## config.mk

```make
export PLATFORM = sky130hd
export DESIGN_NAME = image_frame_receiver
export DESIGN_NICKNAME = d
export VERILOG_FILES = /design/src/sv/ifr_pkg.sv /design/src/sv/ifr_parser.sv /design/src/sv/ifr_out_stage.sv /design/src/sv/image_frame_receiver.sv
export VERILOG_INCLUDE_DIRS = /design/src /design/src/sv
export SDC_FILE = /design/constraint.sdc
export NUM_CORES = 1
export LEC_CHECK = 0
export ABC_AREA = 1
export BUFFER_PORTS_ARGS = -buffer_cell sky130_fd_sc_hd__buf_2
export CAP_MARGIN = 20
export CORE_AREA = 2 2 141 116
export CTS_BUF_LIST = sky130_fd_sc_hd__clkbuf_4 sky130_fd_sc_hd__clkbuf_8
export DETAILED_ROUTE_END_ITERATION = 8
export DIE_AREA = 0 0 143 118
export PLACE_DENSITY = 0.84
export RECOVER_POWER = 25
export REMOVE_ABC_BUFFERS = 1
export SYNTH_ARGS = -nofsm -noshare
export SYNTH_HDL_FRONTEND = slang
export SYNTH_SLANG_ARGS = --single-unit
export TNS_END_PERCENT = 50
```

## constraint.sdc

```tcl
create_clock -name i_clk -period 6.1 [get_ports i_clk]
set_input_delay 0 -clock i_clk [delete_from_list [all_inputs] [get_ports i_clk]]
set_output_delay 0 -clock i_clk [all_outputs]
set_load 0.005 [all_outputs]
```

## src/sv/image_frame_receiver_defines.svh

```systemverilog
// Assertion macros shared by the image frame receiver RTL.
`ifndef IMAGE_FRAME_RECEIVER_DEFINES_SVH
`define IMAGE_FRAME_RECEIVER_DEFINES_SVH

// Same-cycle implication, disabled while reset is asserted
`define IFR_ASSERT_NOW(label, clk, rst_n, ante, cons) \
    label: assert property (@(posedge clk) disable iff (!rst_n) (ante) |-> (cons)) \
        else $error("image_frame_receiver: same-cycle check failed");

// Next-cycle implication, disabled while reset is asserted
`define IFR_ASSERT_NEXT(label, clk, rst_n, ante, cons) \
    label: assert property (@(posedge clk) disable iff (!rst_n) (ante) |=> (cons)) \
        else $error("image_frame_receiver: next-cycle check failed");

`endif

```

## src/sv/ifr_pkg.sv

```systemverilog
// Types and constants for the image frame receiver.
package ifr_pkg;

    // Header layout and limits
    localparam int HEADER_BYTES    = 12;
    localparam int MAGIC_BYTES     = 4;
    localparam int MAX_IMAGE_LIMIT = 1024 * 1024;
    localparam int CFG_W           = 21;
    localparam int LEN_W           = 21;
    localparam int HDR_CNT_W       = 4;

    localparam logic [31:0]          FRAME_MAGIC     = 32'hCAFE_BEEF;
    localparam logic [CFG_W-1:0]     MAX_IMAGE_RESET = CFG_W'(MAX_IMAGE_LIMIT);
    localparam logic [CFG_W-1:0]     IMAGE_LIMIT     = CFG_W'(MAX_IMAGE_LIMIT);
    localparam logic [HDR_CNT_W-1:0] HDR_LAST_IDX    = HDR_CNT_W'(HEADER_BYTES - 1);
    localparam logic [HDR_CNT_W-1:0] HDR_MAGIC_CNT   = HDR_CNT_W'(MAGIC_BYTES);

    // Input word opcodes
    typedef enum logic {
        OP_BYTE    = 1'b0,
        OP_TIMEOUT = 1'b1
    } t_opcode;

    // Receiver phase
    typedef enum logic [1:0] {
        PH_SEEK    = 2'd0,
        PH_PAYLOAD = 2'd1,
        PH_SKIP    = 2'd2
    } t_phase;

    // Result kinds
    typedef enum logic [1:0] {
        KIND_PAYLOAD = 2'd0,
        KIND_ABORT   = 2'd1,
        KIND_REJECT  = 2'd2
    } t_kind;

    // Header reject causes
    typedef enum logic [1:0] {
        CAUSE_SHORT  = 2'd0,
        CAUSE_MAGIC  = 2'd1,
        CAUSE_LENGTH = 2'd2
    } t_cause;

    // One result word
    typedef struct packed {
        t_kind      kind;
        logic [7:0] byte_value;
        logic       last_of_image;
        logic       checksum_good;
        t_cause     reject_cause;
    } t_result;

endpackage

```

## src/sv/ifr_parser.sv

```systemverilog
// Header collection, header checks and payload tracking for the frame receiver.
module ifr_parser import ifr_pkg::*; (
    input  logic             i_clk,
    input  logic             i_rst_n,
    input  logic             i_cfg_valid,
    input  logic [CFG_W-1:0] i_cfg_data,
    input  logic             i_fire,
    input  logic             i_opcode,
    input  logic [7:0]       i_data_byte,
    input  logic             i_chunk_last,
    output t_result          o_res,
    output logic             o_res_valid
);

    // State
    logic [CFG_W-1:0]     r_max_bytes, n_max_bytes;
    t_phase               r_phase, n_phase;
    logic [HDR_CNT_W-1:0] r_hdr_count, n_hdr_count;
    logic [31:0]          r_magic, n_magic;
    logic [63:0]          r_hdr_shift, n_hdr_shift;
    logic [LEN_W-1:0]     r_img_len, n_img_len;
    logic [31:0]          r_exp_sum, n_exp_sum;
    logic [LEN_W-1:0]     r_pay_count, n_pay_count;
    logic [7:0]           r_xor, n_xor;

    // Shared datapath terms
    logic                 is_timeout;
    logic [63:0]          hdr_shift_nx;
    logic [31:0]          magic_nx;
    logic                 hdr_done;
    logic [31:0]          len_word;
    logic [CFG_W-1:0]     limit;
    logic                 magic_bad;
    logic                 len_bad;
    logic [LEN_W-1:0]     pay_count_nx;
    logic [7:0]           xor_nx;
    logic                 pay_last;
    logic                 sum_good;

    assign is_timeout   = (t_opcode'(i_opcode) == OP_TIMEOUT);
    assign hdr_shift_nx = {i_data_byte, r_hdr_shift[63:8]};
    assign magic_nx     = {i_data_byte, r_magic[31:8]};
    assign hdr_done     = (r_hdr_count == HDR_LAST_IDX);
    assign len_word     = hdr_shift_nx[31:0];
    assign limit        = (r_max_bytes > IMAGE_LIMIT) ? IMAGE_LIMIT : r_max_bytes;
    assign magic_bad    = (r_magic != FRAME_MAGIC);
    assign len_bad      = (len_word == 32'd0) || (len_word > 32'(limit));
    assign pay_count_nx = r_pay_count + LEN_W'(1);
    assign xor_nx       = r_xor ^ i_data_byte;
    assign pay_last     = (pay_count_nx >= r_img_len);
    assign sum_good     = ({24'd0, xor_nx} == r_exp_sum);

    // Next state
    always_comb begin
        n_max_bytes = r_max_bytes;
        n_phase     = r_phase;
        n_hdr_count = r_hdr_count;
        n_magic     = r_magic;
        n_hdr_shift = r_hdr_shift;
        n_img_len   = r_img_len;
        n_exp_sum   = r_exp_sum;
        n_pay_count = r_pay_count;
        n_xor       = r_xor;

        if (i_cfg_valid) begin
            n_max_bytes = i_cfg_data;
        end

        if (i_fire) begin
            if (is_timeout) begin
                n_phase     = PH_SEEK;
                n_hdr_count = '0;
            end else begin
                case (r_phase)
                    PH_SEEK: begin
                        if (r_hdr_count < HDR_MAGIC_CNT) begin
                            n_magic = magic_nx;
                        end else begin
                            n_hdr_shift = hdr_shift_nx;
                        end
                        if (hdr_done) begin
                            n_hdr_count = '0;
                            if (magic_bad || len_bad) begin
                                n_phase = i_chunk_last ? PH_SEEK : PH_SKIP;
                            end else begin
                                n_img_len   = len_word[LEN_W-1:0];
                                n_exp_sum   = hdr_shift_nx[63:32];
                                n_pay_count = '0;
                                n_xor       = '0;
                                n_phase     = PH_PAYLOAD;
                            end
                        end else if (i_chunk_last) begin
                            n_hdr_count = '0;
                        end else begin
                            n_hdr_count = r_hdr_count + HDR_CNT_W'(1);
                        end
                    end
                    PH_PAYLOAD: begin
                        n_xor       = xor_nx;
                        n_pay_count = pay_count_nx;
                        if (pay_last) begin
                            n_phase = i_chunk_last ? PH_SEEK : PH_SKIP;
                        end
                    end
                    default: begin
                        // skipping the rest of a chunk
                        if (i_chunk_last) begin
                            n_phase     = PH_SEEK;
                            n_hdr_count = '0;
                        end
                    end
                endcase
            end
        end
    end

    // Result word
    always_comb begin
        o_res       = '{kind: KIND_PAYLOAD, byte_value: 8'd0, last_of_image: 1'b0,
                        checksum_good: 1'b0, reject_cause: CAUSE_SHORT};
        o_res_valid = 1'b0;

        if (i_fire) begin
            if (is_timeout) begin
                o_res_valid = (r_phase == PH_PAYLOAD);
                o_res.kind  = KIND_ABORT;
            end else begin
                case (r_phase)
                    PH_SEEK: begin
                        if (hdr_done) begin
                            if (magic_bad) begin
                                o_res_valid        = 1'b1;
                                o_res.kind         = KIND_REJECT;
                                o_res.reject_cause = CAUSE_MAGIC;
                            end else if (len_bad) begin
                                o_res_valid        = 1'b1;
                                o_res.kind         = KIND_REJECT;
                                o_res.reject_cause = CAUSE_LENGTH;
                            end
                        end else if (i_chunk_last) begin
                            o_res_valid        = 1'b1;
                            o_res.kind         = KIND_REJECT;
                            o_res.reject_cause = CAUSE_SHORT;
                        end
                    end
                    PH_PAYLOAD: begin
                        o_res_valid         = 1'b1;
                        o_res.kind          = KIND_PAYLOAD;
                        o_res.byte_value    = i_data_byte;
                        o_res.last_of_image = pay_last;
                        o_res.checksum_good = pay_last && sum_good;
                    end
                    default: begin
                        o_res_valid = 1'b0;
                    end
                endcase
            end
        end
    end

    // Control registers
    always_ff @(posedge i_clk) begin
        if (!i_rst_n) begin
            r_max_bytes <= MAX_IMAGE_RESET;
            r_phase     <= PH_SEEK;
            r_hdr_count <= '0;
        end else begin
            r_max_bytes <= n_max_bytes;
            r_phase     <= n_phase;
            r_hdr_count <= n_hdr_count;
        end
    end

    // Header and payload data registers
    always_ff @(posedge i_clk) begin
        r_magic     <= n_magic;
        r_hdr_shift <= n_hdr_shift;
        r_img_len   <= n_img_len;
        r_exp_sum   <= n_exp_sum;
        r_pay_count <= n_pay_count;
        r_xor       <= n_xor;
    end

endmodule

```

## src/sv/ifr_out_stage.sv

```systemverilog
// Output register for result words, with stall back-pressure.
module ifr_out_stage import ifr_pkg::*; (
    input  logic    i_clk,
    input  logic    i_rst_n,
    input  logic    i_load,
    input  t_result i_res,
    input  logic    i_stall,
    output logic    o_valid,
    output t_result o_res,
    output logic    o_full_stall
);

    logic    r_valid, n_valid;
    t_result r_res, n_res;

    // Upstream must wait only while a word is held and the receiver stalls
    assign o_full_stall = r_valid && i_stall;

    // Next value of the output register
    always_comb begin
        n_res = r_res;
        if (i_load) begin
            n_valid = 1'b1;
            n_res   = i_res;
        end else if (!i_stall) begin
            n_valid = 1'b0;
        end else begin
            n_valid = r_valid;
        end
    end

    always_ff @(posedge i_clk) begin
        if (!i_rst_n) begin
            r_valid <= 1'b0;
        end else begin
            r_valid <= n_valid;
        end
    end

    always_ff @(posedge i_clk) begin
        r_res <= n_res;
    end

    assign o_valid = r_valid;
    assign o_res   = r_res;

endmodule

```

## src/sv/image_frame_receiver.sv

```systemverilog
// Image frame receiver: top level.
//
// Input channel (i_valid / o_stall): one word per byte from the link, or a
// receive-timeout event, each byte marked with the end of its transfer chunk.
// Output channel (o_valid / i_stall): payload bytes, timeout aborts and header
// rejects, at most one result word per input word.
// Configuration (i_cfg_valid / o_cfg_ready): the largest accepted payload
// length; ready is always high, write it only while the block is idle.
// A result word is registered and appears on the output in the cycle after
// the input word that causes it is taken.
// Throughput: one input word per cycle while o_stall is low; the header
// checks, payload count and running XOR all settle between the state
// registers and the output register.
// Reset (synchronous, active low) returns to header search, clears the
// output register and restores the length limit to 1 MiB.
// While the receiver stalls with a word held, o_stall is raised and the
// held word stays put; an input word is still taken in the cycle the held
// word leaves.
module image_frame_receiver import ifr_pkg::*; (
    input  logic             i_clk,
    input  logic             i_rst_n,
    // input channel
    input  logic             i_valid,
    output logic             o_stall,
    input  logic             i_opcode,
    input  logic [7:0]       i_data_byte,
    input  logic             i_chunk_last,
    // output channel
    output logic             o_valid,
    input  logic             i_stall,
    output logic [1:0]       o_kind,
    output logic [7:0]       o_byte_value,
    output logic             o_last_of_image,
    output logic             o_checksum_good,
    output logic [1:0]       o_reject_cause,
    // configuration
    input  logic             i_cfg_valid,
    output logic             o_cfg_ready,
    input  logic [CFG_W-1:0] i_cfg_data
);

`include "image_frame_receiver_defines.svh"

    logic    fire;
    logic    res_valid;
    t_result res;
    t_result out_res;
    logic    full_stall;

    assign o_cfg_ready = 1'b1;
    assign o_stall     = full_stall;
    assign fire        = i_valid && !full_stall;

    // Parser: header, checks and payload
    ifr_parser u_parser (
        .i_clk        (i_clk),
        .i_rst_n      (i_rst_n),
        .i_cfg_valid  (i_cfg_valid),
        .i_cfg_data   (i_cfg_data),
        .i_fire       (fire),
        .i_opcode     (i_opcode),
        .i_data_byte  (i_data_byte),
        .i_chunk_last (i_chunk_last),
        .o_res        (res),
        .o_res_valid  (res_valid)
    );

    // Result register
    ifr_out_stage u_out (
        .i_clk        (i_clk),
        .i_rst_n      (i_rst_n),
        .i_load       (res_valid),
        .i_res        (res),
        .i_stall      (i_stall),
        .o_valid      (o_valid),
        .o_res        (out_res),
        .o_full_stall (full_stall)
    );

    assign o_kind          = out_res.kind;
    assign o_byte_value    = out_res.byte_value;
    assign o_last_of_image = out_res.last_of_image;
    assign o_checksum_good = out_res.checksum_good;
    assign o_reject_cause  = out_res.reject_cause;

    // Checks
    `IFR_ASSERT_NOW(a_stall_only_when_full, i_clk, i_rst_n, o_stall, o_valid)
    `IFR_ASSERT_NOW(a_good_only_on_last, i_clk, i_rst_n, o_valid && o_checksum_good, o_last_of_image)
    `IFR_ASSERT_NOW(a_last_is_payload, i_clk, i_rst_n, o_valid && o_last_of_image, o_kind == KIND_PAYLOAD)
    `IFR_ASSERT_NEXT(a_result_follows_word, i_clk, i_rst_n, !o_valid && !(i_valid && !o_stall), !o_valid)

endmodule
```

After elaboration in Yosys (flattened, before gate mapping)
Index checks and enable logic that the tools add are counted.
{ "classes": {"eq_ne": 10, "magnitude_cmp": 4, "n_reduce_logical": 21, "n_mux": 35, "bitwise_logic": 8, "n_addsub": 2} }
{ "ops": {"columns": ["cell", "count"], "rows": [
  ["21-bit 2-to-1 mux", 3],
  ["21-bit one-hot mux with 2 select lines", 1],
  ["8-bit by 32-bit equality test with 1-bit output", 1],
  ["32-bit by 21-bit greater-than comparator with 1-bit output", 1],
  ["32-bit zero test", 1],
  ["32-bit inequality test, second input constant", 1],
  ["21-bit by 1-bit adder with 21-bit output, second input constant", 1],
  ["21-bit >= comparator", 1],
  ["21-bit greater-than comparator, second input constant", 1],
  ["2-bit 2-to-1 mux", 10],
  ["4-bit 2-to-1 mux", 4],
  ["8-bit 2-to-1 mux", 2],
  ["8-bit one-hot mux with 2 select lines", 1],
  ["4-bit AND reduction", 3],
  ["1-bit 2-to-1 mux", 11],
  ["5-bit AND reduction", 2],
  ["4-bit one-hot mux with 2 select lines", 1],
  ["8-bit bitwise XOR", 1],
  ["1-bit NOT", 7],
  ["3-bit by 2-bit inequality test with 1-bit output, second input constant", 2],
  ["3-bit OR reduction", 2],
  ["5-bit OR reduction", 1],
  ["4-bit by 1-bit adder with 4-bit output, second input constant", 1],
  ["4-bit equality test, second input constant", 1],
  ["15 further kinds", 20]
]} }
{ "totals": {"elab_cells": 97, "ff_bits": 220} }

Depth between registers and ports, before layout
Gate-level depths: netlist of run 1.
{ "depth": {"depth_word": 11, "ltp_mapped": 25} }

Modules after synthesis
From an unflattened synthesis of run 1, not the netlist that was laid out.
{ "unflattened": {"hier_cells": 812, "area_unflattened_um2": 9207.6} }
{ "by_module_without_submodules": {"columns": ["mod", "seq_area_each_um2", "area_per_inst_um2", "n_inst", "cells_each"], "rows": [
  ["ifr_parser", 5645.4, 8722.1, 1, 788],
  ["ifr_out_stage", 440.4, 464.2, 1, 20],
  ["image_frame_receiver", 0.0, 21.3, 1, 4]
]} }

Worst setup path after synthesis of run 1
OpenSTA, ideal clock, no wires.
{ "synth_timing": {"path_kind": "register to register", "start": "register u_parser.r_max_bytes[16]", "end": "register u_parser.r_exp_sum[0] (enable)", "setup_time_ns": 0.464, "path_slack_ns": 1.142, "stages_incl_launch_ff": 17, "n_path_buf": 1, "t_arrival_ns": 4.494, "path_cell_list": "dfxtp_1 -> nor4_1 -> nand3_1 -> nand3b_1 -> nand2_1 -> clkbuf_1 -> nand2_1 -> ha_1 -> a21oi_1 -> o21ai_0 -> a21oi_1 -> nand2_1 -> nand2_1 -> nand2_1 -> nand2_1 -> nand4_1 -> nor2_1"} }
{ "synth_via": {"elab_chain_len": 7} }
{ "synth_rtl": {"columns": ["item", "line_no", "text"], "rows": [
  ["from (decl)", "ifr_parser.sv:16", "logic [CFG_W-1:0] r_max_bytes, n_max_bytes;"],
  ["from (signal assigned)", "ifr_parser.sv:168", "r_max_bytes <= n_max_bytes;"],
  ["21-bit greater-than comparator", "ifr_parser.sv:45", "assign limit = (r_max_bytes > IMAGE_LIMIT) ? IMAGE_LIMIT : r_max_bytes;"],
  ["21-bit 2-to-1 mux (*)", "ifr_parser.sv:45", null],
  ["32-bit by 21-bit greater-than comparator with 1-bit output (*)", "ifr_parser.sv:47", "assign len_bad = (len_word == 32'd0) || (len_word > 32'(limit));"],
  ["1-bit logical OR (*)", "ifr_parser.sv:47", null],
  ["1-bit logical OR (*)", "ifr_parser.sv:83", "if (magic_bad || len_bad) begin"],
  ["1-bit NOT (no source line) (*)", null, null],
  ["5-bit AND reduction (no source line) (*)", null, null],
  ["to (signal assigned)", "ifr_parser.sv:179", "r_exp_sum <= n_exp_sum;"],
  ["to (decl)", "ifr_parser.sv:22", "logic [31:0] r_exp_sum, n_exp_sum;"]
]} }
Mark *: on every way between the ends. The rest lies on a longest branch, timed or not.
A chain may end at the register's enable or synchronous reset.

Final worst setup path of run 1
{ "layout_timing": {"start": "register u_parser.r_max_bytes[17]", "end": "register u_parser.r_exp_sum[29] (enable)"} }
Same word-level chain as after synthesis.

==> load_flow_metrics.sql, run 1 <==
INSERT INTO impl_metrics (metric_group, metric, value, unit) VALUES
('critical_path', 'timing.critical_path.cells', 'nor4_1 > nand3_1 > nand3b_1 > nand2_1 > nand2_1 > ha_1 > a21oi_1 > o21ai_0 > a21oi_1 > nand2_1 > nand2_1 > nand2_1 > nand2_1 > nand4_1 > nor2_4 > buf_4', ''),
('synth', 'netlist.area_leader.share', '0.6084', ''),
('critical_path', 'crit_top_cell', 'sky130_fd_sc_hd__nand2_1', ''),
('synth', 'yosys-top-cells-area', 'sky130_fd_sc_hd__edfxtp_1 61%, sky130_fd_sc_hd__dfxtp_1 6.2%, sky130_fd_sc_hd__ha_1 6.1%', ''),
('place', 'place_congestion', '0.8384', ''),
('route', 'route.detailed.drc', '0', ''),
('synth', 'cells_after_synthesis', '782', ''),
('finish', 'antenna_cells', '0', ''),
('pwr', 'vdd.ir_drop.worst', '0.2509', 'mV'),
('synth', 'synth_area', '0.009081', 'sq mm'),
('clocking', 'cts_sinks', '212', ''),
('critical_path', 'crit_start', 'u_parser.r_max_bytes[17]', ''),
('critical_path', 'critical_path_arrival', '4.77', 'ns'),
('pwr', 'p_int', '2266', 'uW'),
('clocking', 'clk_pin_slew_worst_paths', '0.06', 'ns'),
('finish', 'final.fill_count', '943', ''),
('critical_path', 'endpoint', 'u_parser.r_exp_sum[29]', ''),
('sta', 'timing.hold.ws', '0.1021', 'ns'),
('synth', 'postSynthAreaPerCell', '11.61', 'sq um'),
('sta', 'sum_of_negative_setup_slack', '0', 'ns'),
('route', 'detailedRoute.firstIterationViolations', '625', ''),
('synth', 'synthDominantAreaCellType', 'sky130_fd_sc_hd__edfxtp_1', ''),
('sta', 'final_report_hold_violation_count', '0', ''),
('pwr', 'design_power_total', '2897', 'uW'),
('critical_path', 'timing.critical_path.depth', '16', ''),
('sta', 'postLayoutSetupSlackWorst', '1.508', 'ns'),
('sta', 'unrepaired_setup_endpoints_after_global_routing', 'no', ''),
('global_routing', 'globalRoute.totalOverflow', '0', ''),
('place', 'post-dp-hpwl', '12140', 'um'),
('place', 'buffer_ports.inserted', '51', ''),
('global_routing', 'initial_antenna_violation_count', '0', ''),
('clocking', 'clk_latency', '0.53', 'ns'),
('place', 'dpl-instance-area', '0.009614', 'sq mm'),
('clocking', 'root_buffer_cell', 'sky130_fd_sc_hd__clkbuf_8', ''),
('status', 'run_status', 'complete, no violations', ''),
('worst_hold_path', 'hold_start', 'i_valid', ''),
('finish', 'stdcell_area', '0.01083', 'sq mm'),
('global_routing', 'first_global_vias', '6655', ''),
('sta', 'tightestPinTransition', '0.9582', 'ns'),
('die', 'initial_utilization', '0.5881', ''),
('pwr', 'switchingPower', '631.1', 'uW'),
('critical_path', 'endpoint_kind', 'flip-flop', ''),
('critical_path', 'r2r-end', 'u_parser.r_exp_sum[29]', ''),
('finish', 'mostFrequentLayoutCell', 'sky130_fd_sc_hd__edfxtp_1', ''),
('critical_path', 'critical_path.n_buffers_inverters', '1', ''),
('worst_hold_path', 'class_of_the_worst_hold_path', 'input pin to flip-flop', ''),
('die', 'rows', '41', ''),
('clocking', 'post_cts.resized_instances', '0', ''),
('synth', 'unique_masters_post_synth', '37', ''),
('route', 'num_vias', '6536', ''),
('finish', 'layout_cells_sized_above_1', '0.1262', ''),
('sta', 'timing.slew.headroom', '0.3605', ''),
('pwr', 'power_leakage', '0.004308', 'uW'),
('clocking', 'numCtsBuffers', '34', ''),
('sta', 'timing.final.crit_share', '0.7529', ''),
('route', 'routed_via_density', '5.644', ''),
('route', 'postRouteWirelength', '20360', 'um'),
('finish', 'multi_input_area', '0.002591', 'sq mm'),
('critical_path', 'reg2reg_setup_slack', '1.51', 'ns'),
('synth', 'synth_warnings', '0', ''),
('die', 'die_w', '143', 'um'),
('pwr', 'power.share.clock', '0.406', ''),
('finish', 'register_area', '0.006086', 'sq mm'),
('finish', 'final_cell_mix', '184 x sky130_fd_sc_hd__edfxtp_1, 127 x sky130_fd_sc_hd__nor2_1, 109 x sky130_fd_sc_hd__nand2_1', ''),
('die', 'core-area', '0.01544', 'sq mm'),
('critical_path', 'rr_startpoint', 'u_parser.r_max_bytes[17]', ''),
('sta', 'minimum_clock_period', '4.592', 'ns'),
('place', 'post-place-ws', '2.059', 'ns'),
('critical_path', 'critical_path_class', 'flip-flop to flip-flop', ''),
('die', 'die_height', '118', 'um'),
('critical_path', 'slowest_delay', '0.51', 'ns');
how the worst min path moves through the flow:
| stage | depth (start not counted) | end | slack [ns] |
|---|---|---|---|
| floorplan | 2 | u_out.o_valid | 0.1 |
| global placement | 3 | u_parser.r_max_bytes[3] | 0.22 |
| detailed placement | 3 | u_parser.r_max_bytes[11] | 0.23 |
| CTS | 6 | u_parser.r_phase[0] | 0.08 |
| global route | 6 | u_parser.r_phase[0] | 0.17 |
| finish | 6 | u_parser.r_phase[0] | 0.10 |
power groups by stage:
stage	Clock [uW]	Sequential, uW	Combinational (uW)
after detailed placement	0	1630	82.1
final	1180	1600	121
after global routing	1250	1600	131
after global placement	0	1630	78.5
after floorplan	0	1620	44.8
after CTS	1190	1600	113
cell usage after synthesis, drive strengths merged:
cell / n
edfxtp: 184
nor2: 136
nand2: 110
inv: 102
ha: 44
o21ai: 31
dfxtp: 28
a21oi: 22
nor4: 21
nand4: 20
nand3: 18
xnor2: 14
nor3: 11
xor2: 10
clkbuf: 9
a21o: 3
a211oi: 2
a21boi: 2
a31oi: 2
and3: 2
buf: 2
nand3b: 2
or2: 2
a221o: 1
conb: 1
o2111ai: 1
o21bai: 1
o22ai: 1
cell families after synthesis:
kind of cell,count (synthesis),share of synthesized area
AND/OR/NAND/NOR,322,0.1586
flip-flops,212,0.6702
buffers and inverters,113,0.04712
AO/OA/AOI/OAI,66,0.03996
adder cells (fa/ha/maj),44,0.06062
XOR/XNOR,24,0.02315
other,1,0.0004129
registers in the layout (all words and copies together), names as in the netlist:
register              cells
u_parser.r_hdr_shift     56
u_parser.r_exp_sum       32
u_parser.r_magic         32
u_parser.r_img_len       21
u_parser.r_max_bytes     21
u_parser.r_pay_count     21
u_out.o_res              14
u_parser.r_xor            8
u_parser.r_hdr_count      4
u_parser.r_phase          2
u_out.o_valid             1
worst reg2reg max path: cells and delay by family (launching register included):
kind / cells / cell delay, ns
AOI/OAI and AO/OA: 3 / 0.55
adders and majority gates: 1 / 0.34
buffers and inverters: 1 / 0.49
DFF: 1 / 0.34
and+or+nand+nor: 11 / 2.50
repair_timing:
action | in CTS | in global routing
hold buffers | 56 | 0
setup buffers | 0 | 0
hold endpoints to repair | 67 | 0
routing by layer:
metal	global-route usage	vias up	wire, um	share of wire
li1	-	2965	-	-
met1	0.3099	3069	7969	0.39
met2	0.4052	386	9889	0.49
met3	0.05777	116	1559	0.077
met4	0.1182	0	945	0.046
met5	0	-	0	0
metrics by stage:
stage | utilization | std cells
floorplan | - | 771
global placement | 0.6226 | 1041
detailed placement | 0.6226 | 1041
CTS | 0.7017 | 1158
global route | 0.7011 | 1158
finish | 0.7011 | 1158
cell type report:
| type | count | share of cell area |
|---|---|---|
| clock buffers | 48 | 0.05409 |
| clock inverters | 13 | 0.006935 |
| inverters | 102 | 0.03537 |
| multi-input cells | 457 | 0.2394 |
| flip-flops and latches | 212 | 0.5622 |
| well taps | 215 | 0.02485 |
| repair buffers | 111 | 0.07721 |
Power figures use the tool's default switching activity.
==> run 2: changes to the inputs <==
Settings changed: ABC_AREA 1 to 0, CORE_AREA 2 2 141 116 to 2 2 140 115, DIE_AREA 0 0 143 118 to 0 0 142 117, PLACE_DENSITY 0.84 to 0.85.
Clock period 6.1 ns to 4.65 ns, I/O delays scaled along.
==> load_flow_metrics.sql, run 2 <==
INSERT INTO impl_metrics (metric_group, metric, value, unit) VALUES
('status', 'run_status', 'complete, no violations', ''),
('synth', 'postSynthAreaPerCell', '13.87', 'sq um'),
('synth', 'async_sr_flop_fraction', '0', ''),
('sta', 'finalSetupViolations', '0', ''),
('critical_path', 'rr_startpoint', 'u_parser.r_max_bytes[15]', ''),
('synth', 'seq_area_frac_synth', '0.6783', ''),
('finish', 'stdcell_area', '0.01074', 'sq mm'),
('finish', 'largest_reg_flops', '56', ''),
('route', 'num_vias', '6024', ''),
('place', 'buffer_ports.inserted', '51', ''),
('finish', 'area.growth.synth_to_final', '19.69', '%'),
('critical_path', 'path_max_fanout', '32', ''),
('place', 'place_congestion', '0.8983', ''),
('global_routing', 'first_global_vias', '6148', ''),
('clocking', 'postCtsSetupBuffers', '0', ''),
('clocking', 'numCtsBuffers', '31', ''),
('place', 'post-dp-hpwl', '12300', 'um'),
('clocking', 'cts_sinks', '212', ''),
('clocking', 'clk_pin_slew_worst_paths', '0.08', 'ns'),
('die', 'initial_utilization', '0.5850', ''),
('route', 'final_antenna_violating_net_count', '0', ''),
('global_routing', 'initial_antenna_violation_count', '1', ''),
('sta', 'sum_of_negative_setup_slack', '0', 'ns'),
('global_routing', 'grt_max_degree', '38', ''),
('worst_hold_path', 'hold_start', 'i_data_byte[4]', ''),
('synth', 'yosys-top-cells-area', 'sky130_fd_sc_hd__edfxtp_1 62%, sky130_fd_sc_hd__dfxtp_1 6.2%, sky130_fd_sc_hd__ha_1 6.1%', ''),
('place', 'dpl-instance-area', '0.009538', 'sq mm'),
('sta', 'final_max_slew_viol_count', '0', ''),
('finish', 'final_cell_mix', '184 x sky130_fd_sc_hd__edfxtp_1, 59 x sky130_fd_sc_hd__dlygate4sd3_1, 49 x sky130_fd_sc_hd__nand2_1', ''),
('sta', 'final_report_hold_violation_count', '0', ''),
('critical_path', 'r2r-end', 'u_parser.r_exp_sum[30]', ''),
('global_routing', 'globalRoute.totalOverflow', '0', ''),
('synth', 'cells_after_synthesis', '647', ''),
('die', 'io_pins', '53', ''),
('critical_path', 'critPathRequiredTime', '4.92', 'ns'),
('critical_path', 'critical_path_arrival', '4.70', 'ns'),
('die', 'rows', '41', ''),
('sta', 'tightestPinTransition', '0.8504', 'ns'),
('route', 'post_drt_wl_per_cell', '20.39', 'um'),
('finish', 'largest-register', 'u_parser.r_hdr_shift', ''),
('sta', 'minimum_clock_period', '4.430', 'ns'),
('sta', 'timing.slew.headroom', '0.4287', ''),
('sta', 'achievable-frequency', '0.2257', 'GHz'),
('global_routing', 'gr_util_all_layers', '0.2466', ''),
('route', 'routed_via_density', '6.006', ''),
('critical_path', 'critical_path_class', 'flip-flop to flip-flop', ''),
('pwr', 'power_leakage', '0.003934', 'uW'),
('critical_path', 'endpoint_kind', 'flip-flop', ''),
('synth', 'unique_masters_post_synth', '51', ''),
('route', 'detailedRoute.firstIterationViolations', '654', ''),
('global_routing', 'grt_first_pass_wirelength', '31670', 'um'),
('finish', 'mostFrequentLayoutCell', 'sky130_fd_sc_hd__edfxtp_1', ''),
('finish', 'layout_top_registers', 'u_parser.r_hdr_shift x56, u_parser.r_exp_sum x32, u_parser.r_magic x32', ''),
('critical_path', 'critPathLaunchType', 'flip-flop', ''),
('critical_path', 'reg2reg_setup_slack', '0.22', 'ns'),
('clocking', 'cts_tree', 'built', ''),
('synth', 'ys.flop_type', 'sky130_fd_sc_hd__edfxtp_1', ''),
('die', 'die_height', '117', 'um'),
('clocking', 'cts_buffer_depth', '3', ''),
('pwr', 'vdd.ir_drop.worst', '0.3700', 'mV'),
('synth', 'synth-seq-cells', '212', ''),
('finish', 'num-nets-final', '864', ''),
('synth', 'synth.most_common_cell', 'sky130_fd_sc_hd__edfxtp_1', ''),
('synth', 'netlist.area_leader.share', '0.6158', ''),
('synth', 'synthDominantAreaCellType', 'sky130_fd_sc_hd__edfxtp_1', ''),
('sta', 'fin_skew', '0.03503', 'ns'),
('synth', 'synth_enable_flop_cells', '184', ''),
('critical_path', 'worst_r2r_path_depth', '12', ''),
('die', 'core-area', '0.01534', 'sq mm'),
('synth', 'synthTopCellsByCount', '184 x sky130_fd_sc_hd__edfxtp_1, 49 x sky130_fd_sc_hd__nand2_1, 45 x sky130_fd_sc_hd__nor2b_1', ''),
('clocking', 'root_buffer_cell', 'sky130_fd_sc_hd__clkbuf_8', ''),
('clocking', 'clk_latency', '0.58', 'ns'),
('pwr', 'power.density_cell_area', '345.4', 'mW/mm^2'),
('route', 'postRouteWirelength', '20450', 'um'),
('worst_hold_path', 'hold_end', 'u_parser.r_exp_sum[28]', ''),
('finish', 'layout_cells_sized_above_1', '0.1384', ''),
('die', 'die_footprint', '0.01661', 'sq mm'),
('route', 'dr.pass1.iters', '6', ''),
('sta', 'timing.final.crit_share', '0.9527', ''),
('route', 'route.detailed.drc', '0', ''),
('run', 'max_cap_viol_count', '0', ''),
('clocking', 'cts.htree.levels', '1', ''),
('worst_hold_path', 'hold_depth', '2', ''),
('critical_path', 'crit_start', 'u_parser.r_max_bytes[15]', ''),
('synth', 'synth_warnings', '0', ''),
('worst_hold_path', 'class_of_the_worst_hold_path', 'input pin to flip-flop', ''),
('synth', 'synth_area', '0.008972', 'sq mm'),
('sta', 'unrepaired_setup_endpoints_after_global_routing', 'no', ''),
('die', 'die_w', '142', 'um');
run 2: cell count changes after synthesis, moves of 10 or more:
cell | before | now
sky130_fd_sc_hd__mux2i_1 | 0 | 21
sky130_fd_sc_hd__xnor2_1 | 14 | 24
sky130_fd_sc_hd__inv_1 | 100 | 29
sky130_fd_sc_hd__nor2b_1 | 0 | 45
sky130_fd_sc_hd__and2_1 | 0 | 10
sky130_fd_sc_hd__nor2_1 | 129 | 36
sky130_fd_sc_hd__o21ai_0 | 31 | 12
sky130_fd_sc_hd__nand2_1 | 109 | 49
run 2: repair_timing:
action,in CTS,in global routing
gates resized for setup,0,3
hold buffers,59,0
setup endpoints to repair,0,83
hold endpoints to repair,70,0
run 2: logic make-up after synthesis:
kind of cell	Yosys count	share of synthesized area
simple gates	233	0.1392
flops	212	0.6783
compound gates	59	0.04519
fa+ha+maj	44	0.06136
buf+inv	42	0.01799
xor+xnor	35	0.03416
mux	21	0.02343
other cells	1	0.0004180
run 2: worst max-delay path by stage:
stage / end / depth (start not counted)
after floorplan: u_parser.r_exp_sum[0] / 11
after global placement: u_parser.r_exp_sum[17] / 12
after detailed placement: u_parser.r_pay_count[2] / 13
after CTS: u_parser.r_pay_count[14] / 13
after global routing: u_parser.r_pay_count[6] / 13
final: u_parser.r_exp_sum[30] / 12
run 2: final cells by class:
cell class                 count  area, sq um
inverter                      29        108.9
clock inverter                14        65.06
fill                         896         4599
sequential                   212         6086
timing repair buffer         117        933.4
multi-input combinational    393         2759
antenna                        1        2.502
clock buffer                  44        543.0
tap                          193        241.5
run 2: where the power goes:
part	internal, uW	switching [uW]
Combinational	79.2	85.8
Sequential	2070	18.5
Clock	754	697
run 2: routing by layer:
metal	wire length, um	share of wire	track usage	vias up
met5	0	0	0	-
met4	920	0.045	0.1120	0
met3	1661	0.081	0.05533	105
met2	9954	0.49	0.4187	347
met1	7914	0.39	0.3083	2888
li1	-	-	-	2684
run 2: stage by stage:
stage	setup WS [ns]	hold slack [ns]	power, uW	utilization	std cells
finish	0.2199	0.3528	3709	0.7001	1003
detailed placement	0.2903	0.2248	2245	0.6218	885
floorplan	0.2153	0.09864	2188	-	634
global placement	0.5724	0.2140	2236	0.6200	884
global route	0.08833	0.3521	3811	0.7001	1003
CTS	0.2392	0.2174	3701	0.7000	1002
run 2: worst max-delay path, cell delays in order, from the launching register on:
cell and delay (ns):
sky130_fd_sc_hd__dfxtp_1 0.34, sky130_fd_sc_hd__nor4_1 0.41, sky130_fd_sc_hd__nand3_1 0.18, sky130_fd_sc_hd__o21ai_2 0.43, sky130_fd_sc_hd__nand2_1 0.19, sky130_fd_sc_hd__ha_1 0.36, sky130_fd_sc_hd__nand4_1 0.21, sky130_fd_sc_hd__or3_1 0.47
sky130_fd_sc_hd__nor2_1 0.19, sky130_fd_sc_hd__mux2i_1 0.17, sky130_fd_sc_hd__a2111oi_4 0.55, sky130_fd_sc_hd__and2_4 0.38, sky130_fd_sc_hd__buf_12 0.24
==> run 3: changes to the inputs <==
Settings changed: CTS_BUF_LIST sky130_fd_sc_hd__clkbuf_4 sky130_fd_sc_hd__clkbuf_8 to sky130_fd_sc_hd__clkbuf_4.
==> load_flow_metrics.sql, run 3 (same netlist as run 2, synthesis figures left out) <==
INSERT INTO impl_metrics (metric_group, metric, value, unit) VALUES
('place', 'place_congestion', '0.8983', ''),
('sta', 'sum_of_negative_setup_slack', '0', 'ns'),
('clocking', 'clk_latency', '0.66', 'ns'),
('finish', 'fin_util', '0.7195', ''),
('critical_path', 'reg2reg_setup_slack', '0.17', 'ns'),
('critical_path', 'rr_startpoint', 'u_parser.r_max_bytes[5]', ''),
('sta', 'fin_skew', '0.05126', 'ns'),
('clocking', 'numCtsBuffers', '50', ''),
('clocking', 'root_buffer_cell', 'sky130_fd_sc_hd__clkbuf_4', ''),
('place', 'post-dp-hpwl', '12300', 'um'),
('sta', 'minimum_clock_period', '4.477', 'ns'),
('route', 'final_antenna_violating_net_count', '0', ''),
('die', 'die_height', '117', 'um'),
('global_routing', 'initial_antenna_violation_count', '0', ''),
('place', 'buffer_ports.inserted', '51', ''),
('clocking', 'postCtsSetupBuffers', '0', ''),
('finish', 'final_cell_mix', '184 x sky130_fd_sc_hd__edfxtp_1, 82 x sky130_fd_sc_hd__dlygate4sd3_1, 67 x sky130_fd_sc_hd__clkbuf_4', ''),
('route', 'num_vias', '6425', ''),
('critical_path', 'path_max_fanout', '21', ''),
('die', 'die_footprint', '0.01661', 'sq mm'),
('critical_path', 'endpoint', 'u_parser.r_pay_count[16]', ''),
('die', 'die_w', '142', 'um'),
('finish', 'area.growth.synth_to_final', '23.00', '%'),
('critical_path', 'crit_start', 'u_parser.r_max_bytes[5]', ''),
('finish', 'stdcell_area', '0.01104', 'sq mm'),
('route', 'post_drt_wl_per_cell', '21.07', 'um'),
('global_routing', 'grt_max_degree', '38', ''),
('sta', 'tightestPinTransition', '0.8934', 'ns'),
('worst_hold_path', 'class_of_the_worst_hold_path', 'input pin to flip-flop', ''),
('sta', 'timing.slew.headroom', '0.3998', ''),
('sta', 'final_report_hold_violation_count', '0', ''),
('die', 'initial_utilization', '0.5850', ''),
('critical_path', 'critPathLaunchType', 'flip-flop', ''),
('global_routing', 'grt_first_pass_wirelength', '34720', 'um'),
('finish', 'antenna_cells', '0', ''),
('route', 'detailedRoute.firstIterationViolations', '587', ''),
('global_routing', 'gr_util_all_layers', '0.2773', ''),
('finish', 'layout_cells_sized_above_1', '0.1626', ''),
('run', 'max_cap_viol_count', '0', ''),
('route', 'routed_via_density', '6.061', ''),
('pwr', 'vdd.ir_drop.worst', '0.3414', 'mV'),
('die', 'io_pins', '53', ''),
('critical_path', 'worst_r2r_path_depth', '13', ''),
('clocking', 'cts_sinks', '212', ''),
('die', 'core-area', '0.01534', 'sq mm'),
('pwr', 'power_leakage', '0.004091', 'uW'),
('critical_path', 'critical_path_arrival', '4.80', 'ns'),
('clocking', 'cts_buffer_depth', '3', ''),
('finish', 'largest_reg_flops', '56', ''),
('sta', 'final_max_slew_viol_count', '0', ''),
('critical_path', 'endpoint_kind', 'flip-flop', ''),
('sta', 'finalSetupViolations', '0', ''),
('finish', 'mostFrequentLayoutCell', 'sky130_fd_sc_hd__edfxtp_1', ''),
('die', 'rows', '41', ''),
('finish', 'layout_top_registers', 'u_parser.r_hdr_shift x56, u_parser.r_exp_sum x32, u_parser.r_magic x32', ''),
('critical_path', 'critical_path_class', 'flip-flop to flip-flop', ''),
('finish', 'largest-register', 'u_parser.r_hdr_shift', ''),
('clocking', 'cts.htree.levels', '2', ''),
('route', 'dr.pass1.iters', '7', ''),
('clocking', 'cts_tree', 'built', ''),
('critical_path', 'critPathRequiredTime', '4.97', 'ns'),
('route', 'postRouteWirelength', '22330', 'um'),
('sta', 'timing.final.crit_share', '0.9627', ''),
('global_routing', 'globalRoute.totalOverflow', '0', ''),
('finish', 'num-nets-final', '906', ''),
('clocking', 'clk_pin_slew_worst_paths', '0.10', 'ns'),
('global_routing', 'first_global_vias', '6680', ''),
('place', 'dpl-instance-area', '0.009538', 'sq mm'),
('status', 'run_status', 'complete, no violations', ''),
('pwr', 'power.density_cell_area', '349.1', 'mW/mm^2'),
('route', 'route.detailed.drc', '0', ''),
('sta', 'achievable-frequency', '0.2234', 'GHz'),
('critical_path', 'r2r-end', 'u_parser.r_pay_count[16]', '');
==> run 3: changes by cell type in the layout (fill, tap and decap cells not counted), sizes merged <==
cell	before	now
diode	1	0
bufinv	0	2
inv	30	31
clkinv	12	22
dlygate4sd3	59	82
clkbuf	52	75
clkinvlp	1	0
==> run 3: layout make-up <==
class / instances / area, sq um
clock buffer: 67 / 503.0
clock inverter: 26 / 166.4
fill: 844 / 4303
inverter: 29 / 108.9
multi-input combinational: 393 / 2766
sequential: 212 / 6086
tap: 193 / 241.5
timing repair buffer: 140 / 1164
==> run 3: worst min-delay path by stage <==
stage / startpoint / to / depth (start not counted)
floorplan: i_rst_n / u_parser.r_max_bytes[20] / 1
global placement: i_cfg_data[20] / u_parser.r_max_bytes[20] / 3
detailed placement: i_cfg_data[20] / u_parser.r_max_bytes[20] / 3
CTS: i_data_byte[4] / u_parser.r_exp_sum[28] / 2
global route: i_data_byte[1] / u_parser.r_magic[25] / 2
finish: i_data_byte[4] / u_parser.r_exp_sum[28] / 2
==> run 3: metrics by stage <==
stage,worst slack (ns),instances,hold WS (ns),power [uW]
after floorplan,0.2153,634,0.09864,2188
after global placement,0.5724,884,0.2140,2236
after detailed placement,0.2903,885,0.2248,2245
after CTS,0.2550,1060,0.1038,3811
after global routing,-0.008344,1060,0.2605,3972
final,0.1734,1060,0.2675,3852
==> run 3: repair_timing <==
| item | CTS | global route |
|---|---|---|
| hold buffers | 82 | 0 |
| hold endpoints to repair | 79 | 0 |
| resized for setup | 0 | 4 |
| setup endpoints to repair | 0 | 83 |
==> run 3: where the power goes <==
group	total, uW	internal, uW	switching [uW]
Sequential	2090	2070	20.7
Clock	1570	797	768
Combinational	192	98.4	93.9
==> run 3: layer usage <==
| metal | track usage | up-vias | wire [um] |
|---|---|---|---|
| met5 | 0 | - | 0 |
| li1 | - | 2806 | - |
| met1 | 0.3247 | 3037 | 8163 |
| met2 | 0.4680 | 423 | 10860 |
| met4 | 0.1800 | 0 | 1455 |
| met3 | 0.06469 | 159 | 1853 |
==> run 3: critical path, cell delays in order, from the launching register on <==
cell and delay, ns:
sky130_fd_sc_hd__dfxtp_1 0.36, sky130_fd_sc_hd__nor4_1 0.41, sky130_fd_sc_hd__nand2_1 0.21, sky130_fd_sc_hd__o21ai_4 0.34
sky130_fd_sc_hd__nand2_1 0.15, sky130_fd_sc_hd__ha_1 0.38, sky130_fd_sc_hd__nand4_1 0.22, sky130_fd_sc_hd__or3_1 0.45
sky130_fd_sc_hd__nor2_1 0.19, sky130_fd_sc_hd__mux2i_1 0.17, sky130_fd_sc_hd__a2111oi_4 0.58, sky130_fd_sc_hd__nor2_1 0.16
sky130_fd_sc_hd__nor2_4 0.29, sky130_fd_sc_hd__buf_12 0.22
